`src/sv/opbm_pkg.sv`:
```
// ----------------------------------------------------------------------------
// opbm_pkg
// shared widths, codes and reset values of the oversampled peak meter
// ----------------------------------------------------------------------------
`default_nettype none

package opbm_pkg;

  // field and register widths
  localparam int CoefW          = 24;           // Q0.24 coefficients
  localparam int LevelW         = 29;           // Q5.24 levels and followers
  localparam int SumW           = LevelW + 1;   // sum of two followers
  localparam int PeakW          = 24;           // held_peak port
  localparam int VW             = 25;           // magnitude in Q1.24, at most 1.0
  localparam int CmdW           = 2;
  localparam int CfgIdxW        = 3;
  localparam int Oversample     = 4;            // samples per input word
  localparam int SampleBitsDef  = 24;

  // command codes
  localparam logic [CmdW-1:0] CmdProcess = 2'd0;
  localparam logic [CmdW-1:0] CmdRead    = 2'd1;
  localparam logic [CmdW-1:0] CmdClear   = 2'd2;

  // register indexes
  localparam logic [CfgIdxW-1:0] CfgMode        = 3'd0;
  localparam logic [CfgIdxW-1:0] CfgAttackSlow  = 3'd1;
  localparam logic [CfgIdxW-1:0] CfgAttackFast  = 3'd2;
  localparam logic [CfgIdxW-1:0] CfgDecayFactor = 3'd3;
  localparam logic [CfgIdxW-1:0] CfgLevelGain   = 3'd4;

  // register reset values
  localparam logic [CoefW-1:0] ResetAttackSlow  = 24'd349525;
  localparam logic [CoefW-1:0] ResetAttackFast  = 24'd1502959;
  localparam logic [CoefW-1:0] ResetDecayFactor = 24'd16776604;
  localparam logic [CoefW-1:0] ResetLevelGain   = 24'd8422162;

  // follower ceiling of 20.0 and level saturation
  localparam logic [LevelW-1:0] FollowMax = LevelW'(20 * (2 ** CoefW));
  localparam logic [LevelW-1:0] LevelMax  = '1;

endpackage

`default_nettype wire

```
`src/sv/opbm_serial_mul.sv`:
```
// ----------------------------------------------------------------------------
// opbm_serial_mul
// bit-serial shift-add multiplier giving (coef * x) >> 24
// ----------------------------------------------------------------------------
`default_nettype none

module opbm_serial_mul #(
  parameter int XW = opbm_pkg::SumW
) (
  input  logic                        clk,
  input  logic                        rst,
  input  logic                        start,
  input  logic [opbm_pkg::CoefW-1:0]  coef,
  input  logic [XW-1:0]               x,
  output logic                        done,
  output logic [XW-1:0]               prod
);
  import opbm_pkg::*;

  localparam int CntW = $clog2(CoefW);

  logic [CoefW-1:0] creg;
  logic [XW-1:0]    xreg;
  logic [CntW-1:0]  cnt;
  logic             busy;
  logic [XW:0]      sum;

  // one coefficient bit a cycle, lsb first; the right shift drops the fraction
  assign sum = {1'b0, prod} + (creg[0] ? {1'b0, xreg} : '0);

  always_ff @(posedge clk) begin
    if (rst) begin
      busy <= 1'b0;
      done <= 1'b0;
      cnt  <= '0;
    end else begin
      done <= 1'b0;
      if (start) begin
        busy <= 1'b1;
        cnt  <= '0;
      end else if (busy) begin
        cnt <= cnt + 1'b1;
        if (cnt == CntW'(CoefW - 1)) begin
          busy <= 1'b0;
          done <= 1'b1;
        end
      end
    end
  end

  always_ff @(posedge clk) begin
    if (start) begin
      creg <= coef;
      xreg <= x;
      prod <= '0;
    end else if (busy) begin
      prod <= sum[XW:1];
      creg <= {1'b0, creg[CoefW-1:1]};
    end
  end

endmodule

`default_nettype wire

```
`src/sv/oversampled_peak_ballistics_meter.sv`:
```
// ----------------------------------------------------------------------------
// oversampled_peak_ballistics_meter
// true-peak meter on 4x oversampled audio with two ballistic followers
// ----------------------------------------------------------------------------
//
//   channel   handshake                    payload
//   -------   --------------------------   -----------------------------------
//   sample    sample_valid / sample_ready  command, sample_a .. sample_d
//   result    result_valid / result_ready  held_level, held_peak
//   config    cfg_we (no back-pressure)    cfg_index, cfg_data
//
// one word is worked on at a time. in a ballistic process word every multiply
// goes through the bit-serial multipliers, one coefficient bit a cycle, and the
// follower updates are chained sample after sample. a max-mode word scans its
// samples in the scan step and then moves to the done step; read, clear and
// unused codes go straight from idle to the done step.
// a finished result sits in the output register; the next word is taken while
// it waits, and the block only stalls on its last step if it is still unread.
// rst is synchronous and brings back the register defaults and empty holds.
//
`default_nettype none

module oversampled_peak_ballistics_meter #(
  parameter int SAMPLE_BITS = opbm_pkg::SampleBitsDef
) (
  input  logic                          clk,
  input  logic                          rst,
  // sample words
  input  logic                          sample_valid,
  output logic                          sample_ready,
  input  logic [opbm_pkg::CmdW-1:0]     command,
  input  logic signed [SAMPLE_BITS-1:0] sample_a,
  input  logic signed [SAMPLE_BITS-1:0] sample_b,
  input  logic signed [SAMPLE_BITS-1:0] sample_c,
  input  logic signed [SAMPLE_BITS-1:0] sample_d,
  // result words
  output logic                          result_valid,
  input  logic                          result_ready,
  output logic [opbm_pkg::LevelW-1:0]   held_level,
  output logic [opbm_pkg::PeakW-1:0]    held_peak,
  // register writes
  input  logic                          cfg_we,
  input  logic [opbm_pkg::CfgIdxW-1:0]  cfg_index,
  input  logic [opbm_pkg::CoefW-1:0]    cfg_data
);
  import opbm_pkg::*;

  // magnitude to Q5.24: left shift for narrow samples, truncating right shift
  // for samples wider than 25 bits
  localparam int ShL  = (SAMPLE_BITS <= VW) ? VW - SAMPLE_BITS : 0;
  localparam int ShR  = (SAMPLE_BITS >  VW) ? SAMPLE_BITS - VW : 0;
  localparam int ExtW = SAMPLE_BITS + ShL;
  localparam int IdxW = $clog2(Oversample);
  localparam logic [IdxW-1:0] IdxLast = IdxW'(Oversample - 1);

  typedef enum logic [7:0] {
    StIdle   = 8'b0000_0001,
    StDecay  = 8'b0000_0010,
    StSample = 8'b0000_0100,
    StAttack = 8'b0000_1000,
    StSum    = 8'b0001_0000,
    StLevel  = 8'b0010_0000,
    StScan   = 8'b0100_0000,
    StDone   = 8'b1000_0000
  } state_t;

  state_t state, state_next;

  // configuration registers
  logic             mode;
  logic [CoefW-1:0] attack_slow;
  logic [CoefW-1:0] attack_fast;
  logic [CoefW-1:0] decay_factor;
  logic [CoefW-1:0] level_gain;

  // meter state
  logic [LevelW-1:0]      follower_slow;
  logic [LevelW-1:0]      follower_fast;
  logic [LevelW-1:0]      level_hold;
  logic [SAMPLE_BITS-1:0] peak_hold;
  logic                   restart_pending;

  // working registers
  logic [SAMPLE_BITS-1:0] samp [Oversample];  // sample shift line, head at 0
  logic [IdxW-1:0]        idx;
  logic [LevelW-1:0]      z1;                 // slow follower, or running max
  logic [LevelW-1:0]      z2;                 // fast follower
  logic [SAMPLE_BITS-1:0] pk;

  // datapath
  logic                   accept;
  logic                   go_bal;
  logic                   go_max;
  logic                   out_free;
  logic [SAMPLE_BITS-1:0] mag;
  logic [ExtW-1:0]        mag_ext;
  logic [LevelW-1:0]      v;
  logic [LevelW-1:0]      diff1;
  logic [LevelW-1:0]      diff2;
  logic [LevelW-1:0]      fs_clamp;
  logic [LevelW-1:0]      ff_clamp;
  logic [LevelW-1:0]      m_next;
  logic [LevelW-1:0]      level;
  logic                   lanes_done;

  // multiplier lanes: lane 1 serves the slow follower and the output gain
  logic              l1_start, l2_start;
  logic [CoefW-1:0]  l1_coef, l2_coef;
  logic [SumW-1:0]   l1_x, l2_x;
  logic              l1_done, l2_done;
  logic [SumW-1:0]   l1_prod, l2_prod;

  assign accept       = sample_valid && sample_ready;
  assign sample_ready = (state == StIdle);
  assign go_bal       = accept && (command == CmdProcess) && !mode;
  assign go_max       = accept && (command == CmdProcess) && mode;
  assign out_free     = !result_valid || result_ready;
  assign lanes_done   = l1_done && l2_done;

  // absolute value of the head sample; the most negative code maps to 2^(n-1)
  assign mag     = samp[0][SAMPLE_BITS-1] ? (~samp[0] + 1'b1) : samp[0];
  assign mag_ext = ExtW'(mag) << ShL;
  assign v       = LevelW'(VW'(mag_ext >> ShR));

  // followers only rise toward a larger sample
  assign diff1    = (v > z1) ? v - z1 : '0;
  assign diff2    = (v > z2) ? v - z2 : '0;
  assign fs_clamp = (follower_slow > FollowMax) ? FollowMax : follower_slow;
  assign ff_clamp = (follower_fast > FollowMax) ? FollowMax : follower_fast;
  assign m_next   = (v > z1) ? v : z1;
  assign level    = l1_prod[SumW-1] ? LevelMax : l1_prod[LevelW-1:0];

  always_comb begin
    l1_start = go_bal || (state == StSample) || (state == StSum);
    l2_start = go_bal || (state == StSample);
    if (go_bal) begin
      l1_coef = decay_factor;
      l1_x    = SumW'(fs_clamp);
      l2_coef = decay_factor;
      l2_x    = SumW'(ff_clamp);
    end else if (state == StSum) begin
      l1_coef = level_gain;
      l1_x    = SumW'(z1) + SumW'(z2);
      l2_coef = attack_fast;
      l2_x    = SumW'(diff2);
    end else begin
      l1_coef = attack_slow;
      l1_x    = SumW'(diff1);
      l2_coef = attack_fast;
      l2_x    = SumW'(diff2);
    end
  end

  opbm_serial_mul #(.XW(SumW)) u_mul_slow (
    .clk   (clk),
    .rst   (rst),
    .start (l1_start),
    .coef  (l1_coef),
    .x     (l1_x),
    .done  (l1_done),
    .prod  (l1_prod)
  );

  opbm_serial_mul #(.XW(SumW)) u_mul_fast (
    .clk   (clk),
    .rst   (rst),
    .start (l2_start),
    .coef  (l2_coef),
    .x     (l2_x),
    .done  (l2_done),
    .prod  (l2_prod)
  );

  // sequencer
  always_comb begin
    state_next = state;
    case (state)
      StIdle: begin
        if (accept) begin
          if (command == CmdProcess) begin
            state_next = mode ? StScan : StDecay;
          end else begin
            state_next = StDone;
          end
        end
      end
      StDecay:  if (lanes_done) state_next = StSample;
      StSample: state_next = StAttack;
      StAttack: begin
        if (lanes_done) state_next = (idx == IdxLast) ? StSum : StSample;
      end
      StSum:    state_next = StLevel;
      StLevel:  if (l1_done) state_next = StDone;
      StScan:   if (idx == IdxLast) state_next = StDone;
      StDone:   if (out_free) state_next = StIdle;
      default:  state_next = StIdle;
    endcase
  end

  // control and meter state
  always_ff @(posedge clk) begin
    if (rst) begin
      state           <= StIdle;
      mode            <= 1'b0;
      attack_slow     <= ResetAttackSlow;
      attack_fast     <= ResetAttackFast;
      decay_factor    <= ResetDecayFactor;
      level_gain      <= ResetLevelGain;
      follower_slow   <= '0;
      follower_fast   <= '0;
      level_hold      <= '0;
      peak_hold       <= '0;
      restart_pending <= 1'b1;
      result_valid    <= 1'b0;
      idx             <= '0;
    end else begin
      state <= state_next;

      if (cfg_we) begin
        case (cfg_index)
          CfgMode:        mode         <= cfg_data[0];
          CfgAttackSlow:  attack_slow  <= cfg_data;
          CfgAttackFast:  attack_fast  <= cfg_data;
          CfgDecayFactor: decay_factor <= cfg_data;
          CfgLevelGain:   level_gain   <= cfg_data;
          default: ;
        endcase
      end

      // a new word may replace the one taken at this same edge
      if (state == StDone && out_free) begin
        result_valid <= 1'b1;
      end else if (result_valid && result_ready) begin
        result_valid <= 1'b0;
      end

      case (state)
        StIdle: begin
          if (accept) begin
            case (command)
              CmdProcess: idx <= '0;
              CmdRead:    restart_pending <= 1'b1;
              CmdClear: begin
                level_hold      <= '0;
                peak_hold       <= '0;
                restart_pending <= 1'b1;
              end
              default: ;
            endcase
          end
        end
        StAttack: if (lanes_done) idx <= idx + 1'b1;
        StSum: begin
          follower_slow <= z1;
          follower_fast <= z2;
        end
        StLevel: begin
          if (l1_done) begin
            // a pending restart takes this word's values as the new holds
            if (restart_pending) begin
              level_hold      <= level;
              peak_hold       <= pk;
              restart_pending <= 1'b0;
            end else begin
              if (level > level_hold) level_hold <= level;
              if (pk > peak_hold)     peak_hold  <= pk;
            end
          end
        end
        StScan: begin
          idx <= idx + 1'b1;
          if (idx == IdxLast) begin
            level_hold      <= m_next;
            restart_pending <= 1'b0;
          end
        end
        default: ;
      endcase
    end
  end

  // working registers and output word
  always_ff @(posedge clk) begin
    if (accept) begin
      samp[0] <= sample_a;
      samp[1] <= sample_b;
      samp[2] <= sample_c;
      samp[3] <= sample_d;
    end else if ((state == StAttack && lanes_done) || state == StScan) begin
      for (int i = 0; i < Oversample - 1; i++) begin
        samp[i] <= samp[i+1];
      end
    end

    if (go_bal) pk <= '0;
    else if (state == StSample && mag > pk) pk <= mag;

    if (go_max) begin
      z1 <= restart_pending ? '0 : level_hold;
    end else if (state == StDecay && lanes_done) begin
      z1 <= l1_prod[LevelW-1:0];
      z2 <= l2_prod[LevelW-1:0];
    end else if (state == StAttack && lanes_done) begin
      z1 <= z1 + l1_prod[LevelW-1:0];
      z2 <= z2 + l2_prod[LevelW-1:0];
    end else if (state == StScan) begin
      z1 <= m_next;
    end

    if (state == StDone && out_free) begin
      held_level <= level_hold;
      held_peak  <= PeakW'(peak_hold);
    end
  end

  // checks
  a_done_when_waiting: assert property (@(posedge clk) disable iff (rst)
    l1_done |-> (state == StDecay || state == StAttack || state == StLevel))
    else $error("multiplier finished outside a waiting step");

  a_lanes_lockstep: assert property (@(posedge clk) disable iff (rst)
    (state == StDecay || state == StAttack) |-> (l1_done == l2_done))
    else $error("follower lanes out of step");

  a_follow_ceiling: assert property (@(posedge clk) disable iff (rst)
    (follower_slow <= FollowMax) && (follower_fast <= FollowMax))
    else $error("follower above ceiling");

  a_leave_idle: assert property (@(posedge clk) disable iff (rst)
    (sample_valid && sample_ready) |=> (state != StIdle))
    else $error("accepted word left no trace");

endmodule

`default_nettype wire

```
`config.mk`:
```
export PLATFORM = sky130hd
export DESIGN_NAME = oversampled_peak_ballistics_meter
export DESIGN_NICKNAME = d
export VERILOG_FILES = /design/src/sv/opbm_pkg.sv /design/src/sv/opbm_serial_mul.sv /design/src/sv/oversampled_peak_ballistics_meter.sv
export SDC_FILE = /design/constraint.sdc
export NUM_CORES = 2
export LEC_CHECK = 0
export BUFFER_PORTS_ARGS = -buffer_cell sky130_fd_sc_hd__buf_2
export CORE_UTILIZATION = 63
export DETAILED_ROUTE_END_ITERATION = 10
export HOLD_SLACK_MARGIN = 0.1
export PLACE_DENSITY = 0.86
export SLEW_MARGIN = 20
export SYNTH_ARGS = -nofsm -noshare
export SYNTH_HDL_FRONTEND = slang
export SYNTH_SLANG_ARGS = --single-unit
```
`constraint.sdc`:
```
create_clock -name clk -period 6 [get_ports clk]
set_clock_uncertainty 0.1 [all_clocks]
set_input_delay 1.2 -clock clk [delete_from_list [all_inputs] [get_ports clk]]
set_output_delay 1.2 -clock clk [all_outputs]
set_load 0.03 [all_outputs]
```
Word level (Yosys, flattened, before mapping)
Memory sizes are Yosys's and may differ from the RTL's. Index checks and enable logic that the tools add are counted.

$add $sub $neg: 11. $lt $le $gt $ge: 7. Eq/ne operators: 28. Muxes and demuxes: 76. Bitwise logic cells: 8. Reduce and logical (&&, ||, !) cells: 43.

Operators with widths (number): 2-to-1 mux 29 bit (22); 2-to-1 mux 24 bit (16); case mux 29 bit (3 select lines) (1); case mux 8 bit (8 select lines) (1); adder 30 x 31 -> 31 bit (2); 2-to-1 mux 30 bit (2); adder 29 bit (2); greater-than comparator 25 x 29 -> 1 bit (2); greater-than comparator 29 bit (second input constant) (2); subtractor 25 x 29 -> 29 bit (2); 2-to-1 mux 8 bit (7); greater-than comparator 24 bit (2); case mux 24 bit (2 select lines) (1); adder 29 x 29 -> 30 bit (1); greater-than comparator 29 bit (1); adder 24 x 1 -> 24 bit (second input constant) (1); inverter 24 bit (1); 2-to-1 mux 1 bit (19); AND reduction 2 bit (6); AND reduction 6 bit (2); adder 5 x 1 -> 5 bit (second input constant) (2); == test 5 bit (second input constant) (2); logical AND 1 bit (10); inequality test 2 bit (second input constant) (5); 34 further kinds (61).

Bits in registers: 537. Bits in writable memories: 96. Output and inout bits: 55. Logic and storage cells: 205. Memories: 1.

Memories: samp (words 4, width 24, rd ports 4, clocked after memory_dff 0, write ports 4, line oversampled_peak_ballistics_meter.sv:84) `logic [SAMPLE_BITS-1:0] samp [Oversample];`.

Depth between registers and ports, before layout
An unclocked memory read counts as a cell.

Word-level depth: 10. Depth in mapped cells: 20.

By module
Synthesis repeated with hierarchy kept, for this count alone.

Cell total of the unflattened synthesis: 4209. Area total of the unflattened synthesis: 38211.6 um^2.

By module, submodules not included: oversampled_peak_ballistics_meter (times used 1, cells each 3257, area an instance 28058.2 um^2); opbm_serial_mul (u_mul_slow) (times used 1, cells each 487, area an instance 5133.7 um^2); opbm_serial_mul (u_mul_fast) (times used 1, cells each 465, area an instance 5019.8 um^2).

Worst setup path after synthesis
No wires, ideal clock.

Kind: flip-flop to flip-flop. From: memory samp[0][4] in the netlist's numbering. To: register z1[9], data pin. Arrival time: 4.757 ns. Path slack: 0.872 ns. Cell stages (with the launch flop): 18. Clock period less this slack: 5.128 ns. Path through: edfxtp_1 -> or4_4 -> or4_4 -> or3_4 -> o41ai_1 -> xnor2_1 -> ha_1 -> a21oi_1 -> nor2b_1 -> o2111ai_1 -> a31oi_1 -> o31a_1 -> a31oi_1 -> buf_2 -> mux2i_1 -> nor2_1 -> a221oi_1 -> a21oi_1.

RTL lines: start: declaration (line oversampled_peak_ballistics_meter.sv:84); end signal: assignment (line oversampled_peak_ballistics_meter.sv:299) `z1 <= restart_pending ? '0 : level_hold;`; end signal: assignment (line oversampled_peak_ballistics_meter.sv:301) `z1 <= l1_prod[LevelW-1:0];`; end signal: assignment (line oversampled_peak_ballistics_meter.sv:304) `z1 <= z1 + l1_prod[LevelW-1:0];`; end: declaration (line oversampled_peak_ballistics_meter.sv:86) `logic [LevelW-1:0] z1;`.

==> metrics <==
status finished clean; core area 59200 sq um; first-pass GRT wire length 176000 microns; Final Hold Viols 0; largest net degree at the start of global routing 116; Post-synth EDFFs 314; initial antenna violation count 11; CTS tree done; hold_ws 0.355 ns; post-CTS setup buffer count 0; Syn Nets 4774; total power 0.0145 W; Die W 247 microns; crit path time final 5.84 ns; initial drt markers 3213; Arrival @ worst endpoint 6.06 ns; CTS sink count 632; Placed Cells incl. Taps 5193; layout cells sized above 1 0.103; CTS Buf Count 69; CP max FO 11; Initial Utilization 0.640; wire per inst 21.3 microns; die area 61200 sq um; Die H 247 microns; most common cell after layout, fill and taps aside nand2_1; Std-Cell Rows 89; Hold Path Class flip-flop to flip-flop; most frequent cells in the layout nand2_1, a21oi_1, dfxtp_1, edfxtp_1, nor2_1; Setup CP Type flip-flop to flip-flop; xor/xnor share of the synthesized area 0.0429; Peak VDD IR 0.000292 V; post-synthesis mux area share 0.0191; CP required 6.22 ns; sequential area share after synthesis 0.416; Slew HR 0.265; Clock Path Buffers 3; mapped cell area 37900 sq um; CP max-delay cell a31oi_4; Netlist cell types 81; Crit path max-delay family compound AO/OA/AOI/OAI gates; clk slew on worst S/H paths 0.06 ns; Synth Area in Compound Gates 0.179; FF+latch count, synth 632; CP Buf/Inv Count 1; Synth Flop Type dfxtp_1; number of max-cap violations 0; cell repeated most along the worst path or4_4; CTS Hold Bufs 0; post-CTS sizing 0; PD cells 344 nW/um^2; All-Layer GR Usage 0.368; Avg Synthesized Cell Area 8.70 sq um; Slew @ Worst Pin 1.10 ns; CP Launch Type flip-flop; Synth Area in Adders 0.0944; total iterations of the first detailed-routing run 6; maximum clock frequency 171 MHz; CP Capture Type flip-flop; fraction of registers with async set/reset 0; final setup fails 0; Period Utilization, post-route 0.974; Root Driver clkbuf_16; Leak 17.5 nW; delay of the slowest critical-path stage 0.61 ns; RD Place Congestion 1.02; worst-path cell chain or4_4, or4_4, or3_4, o41ai_1, xnor2_1, ha_1, a21oi_1, nor2b_1, o2111ai_1, a31oi_1, o31a_1, a31oi_4, nor2_1, nand2_1, buf_4, o221ai_1; RSZ-0062 raised after global routing no; average vias per placed instance 6.35; Detail Route Antenna Nets 0; largest family of logic cells by synthesized area simple AND/OR/NAND/NOR gates; cells after synthesis 4362; H-tree depth 3; final net count 4903; # DRC 0; I/O pin total 185; Simple-Gate Fraction of Synth Area 0.208; clk_lat worst skew 0.64 ns; Slew Limit Fails 0; gr ovfl total 0; Ys Warns 0; input/output buffers 184; synth-to-layout area growth 11.1%; via count 33800; post-route non-filler standard cell count 5324; final wirelength 114000 microns; vias in the first global route 32300; setup TNS 0 ns; HPWL after detailed placement 78400 microns
-- report_power, final --
part	internal (W)	switching [W]
clock	0.00259	0.00188
sequential	0.00497	0.000416
combinational	0.00192	0.00271
-- registers in the layout, indices dropped and copies added (netlist names), 8 cells and up --
name,cells
state,8
u_mul_slow.prod,30
follower_slow,29
peak_hold,24
follower_fast,29
z2,29
held_peak,24
z1,29
attack_fast,24
u_mul_fast.creg,24
decay_factor,24
u_mul_slow.creg,24
level_gain,24
attack_slow,24
u_mul_fast.xreg,29
level_hold,29
u_mul_fast.prod,30
pk,24
held_level,29
u_mul_slow.xreg,30
samp,96
-- worst reg2reg max path: cells and delay by family, from the launching register on --
kind                     cells  cell delay [ns]
AND/OR/NAND/NOR              6             2.10
flip-flops                   1             0.45
adder cells (fa/ha/maj)      1             0.34
AO/OA/AOI/OAI                7             2.13
buffers and inverters        1             0.21
XOR/XNOR                     1             0.20
-- per-layer routing --
metal,up-vias,track usage,part of all wire
met5,-,0,0.00075
met4,16,0.203,0.059
met3,421,0.0894,0.10
met2,1714,0.578,0.45
met1,15900,0.466,0.39
li1,15800,-,-
-- cells in the mapped netlist (12+ instances only) --
library cell,n,share of area
a211oi_1,51,0.010
a21o_1,108,0.021
a21oi_1,331,0.044
a22oi_1,23,0.0046
a31o_2,23,0.0053
a31oi_1,54,0.0089
and2_1,65,0.011
and3_1,25,0.0041
buf_1,12,0.0012
clkbuf_1,188,0.019
dfxtp_1,318,0.17
edfxtp_1,314,0.25
ha_1,275,0.091
inv_1,199,0.020
mux2i_1,68,0.018
nand2_1,862,0.085
nand2b_1,41,0.0068
nand3_1,64,0.0084
nand3b_1,111,0.022
nand4_1,33,0.0054
nor2_1,292,0.029
nor2b_1,39,0.0064
nor3_1,64,0.0084
nor4_1,21,0.0035
o211ai_1,26,0.0051
o21a_1,27,0.0053
o21ai_0,265,0.035
o21bai_1,19,0.0038
o31ai_1,27,0.0053
or2_2,26,0.0043
or3_1,13,0.0021
xnor2_1,109,0.025
xor2_1,77,0.018
-- final timing paths --
| path | start | slack [ns] | to | cells past startpoint |
|---|---|---|---|---|
| worst min-delay path | attack_fast[21] | 0.36 | attack_fast[21] | 2 |
| worst max register to register | samp[0][4] | 0.16 | u_mul_slow.xreg[1] | 16 |
| worst max-delay path | samp[0][4] | 0.16 | u_mul_slow.xreg[1] | 16 |
| worst min register to register | attack_fast[21] | 0.36 | attack_fast[21] | 2 |
-- metrics by stage --
step                area, sq um  utilization  worst slack (ns)
floorplan                 37900            -             0.872
global placement          39800        0.671             0.413
detailed placement        39800        0.671             0.359
CTS                       42100        0.711             0.311
global route              42100        0.711            0.0638
finish                    42100        0.711             0.157
-- cells by family after synthesis --
kind of cell / after synthesis
simple gates: 1704
compound gates: 1077
flops: 632
buf+inv: 409
fa+ha+maj: 282
xor+xnor: 186
mux: 72
-- final cells by class --
cell class | count | area [sq um]
Antenna cell | 3 | 7.51
Clock buffer | 93 | 1890
Clock inverter | 35 | 474
Fill cell | 4435 | 17100
Inverter | 201 | 754
Multi-Input combinational cell | 3321 | 20700
Sequential cell | 632 | 15800
Tap cell | 773 | 967
Timing Repair Buffer | 266 | 1570
Power figures use the tool's default switching activity.
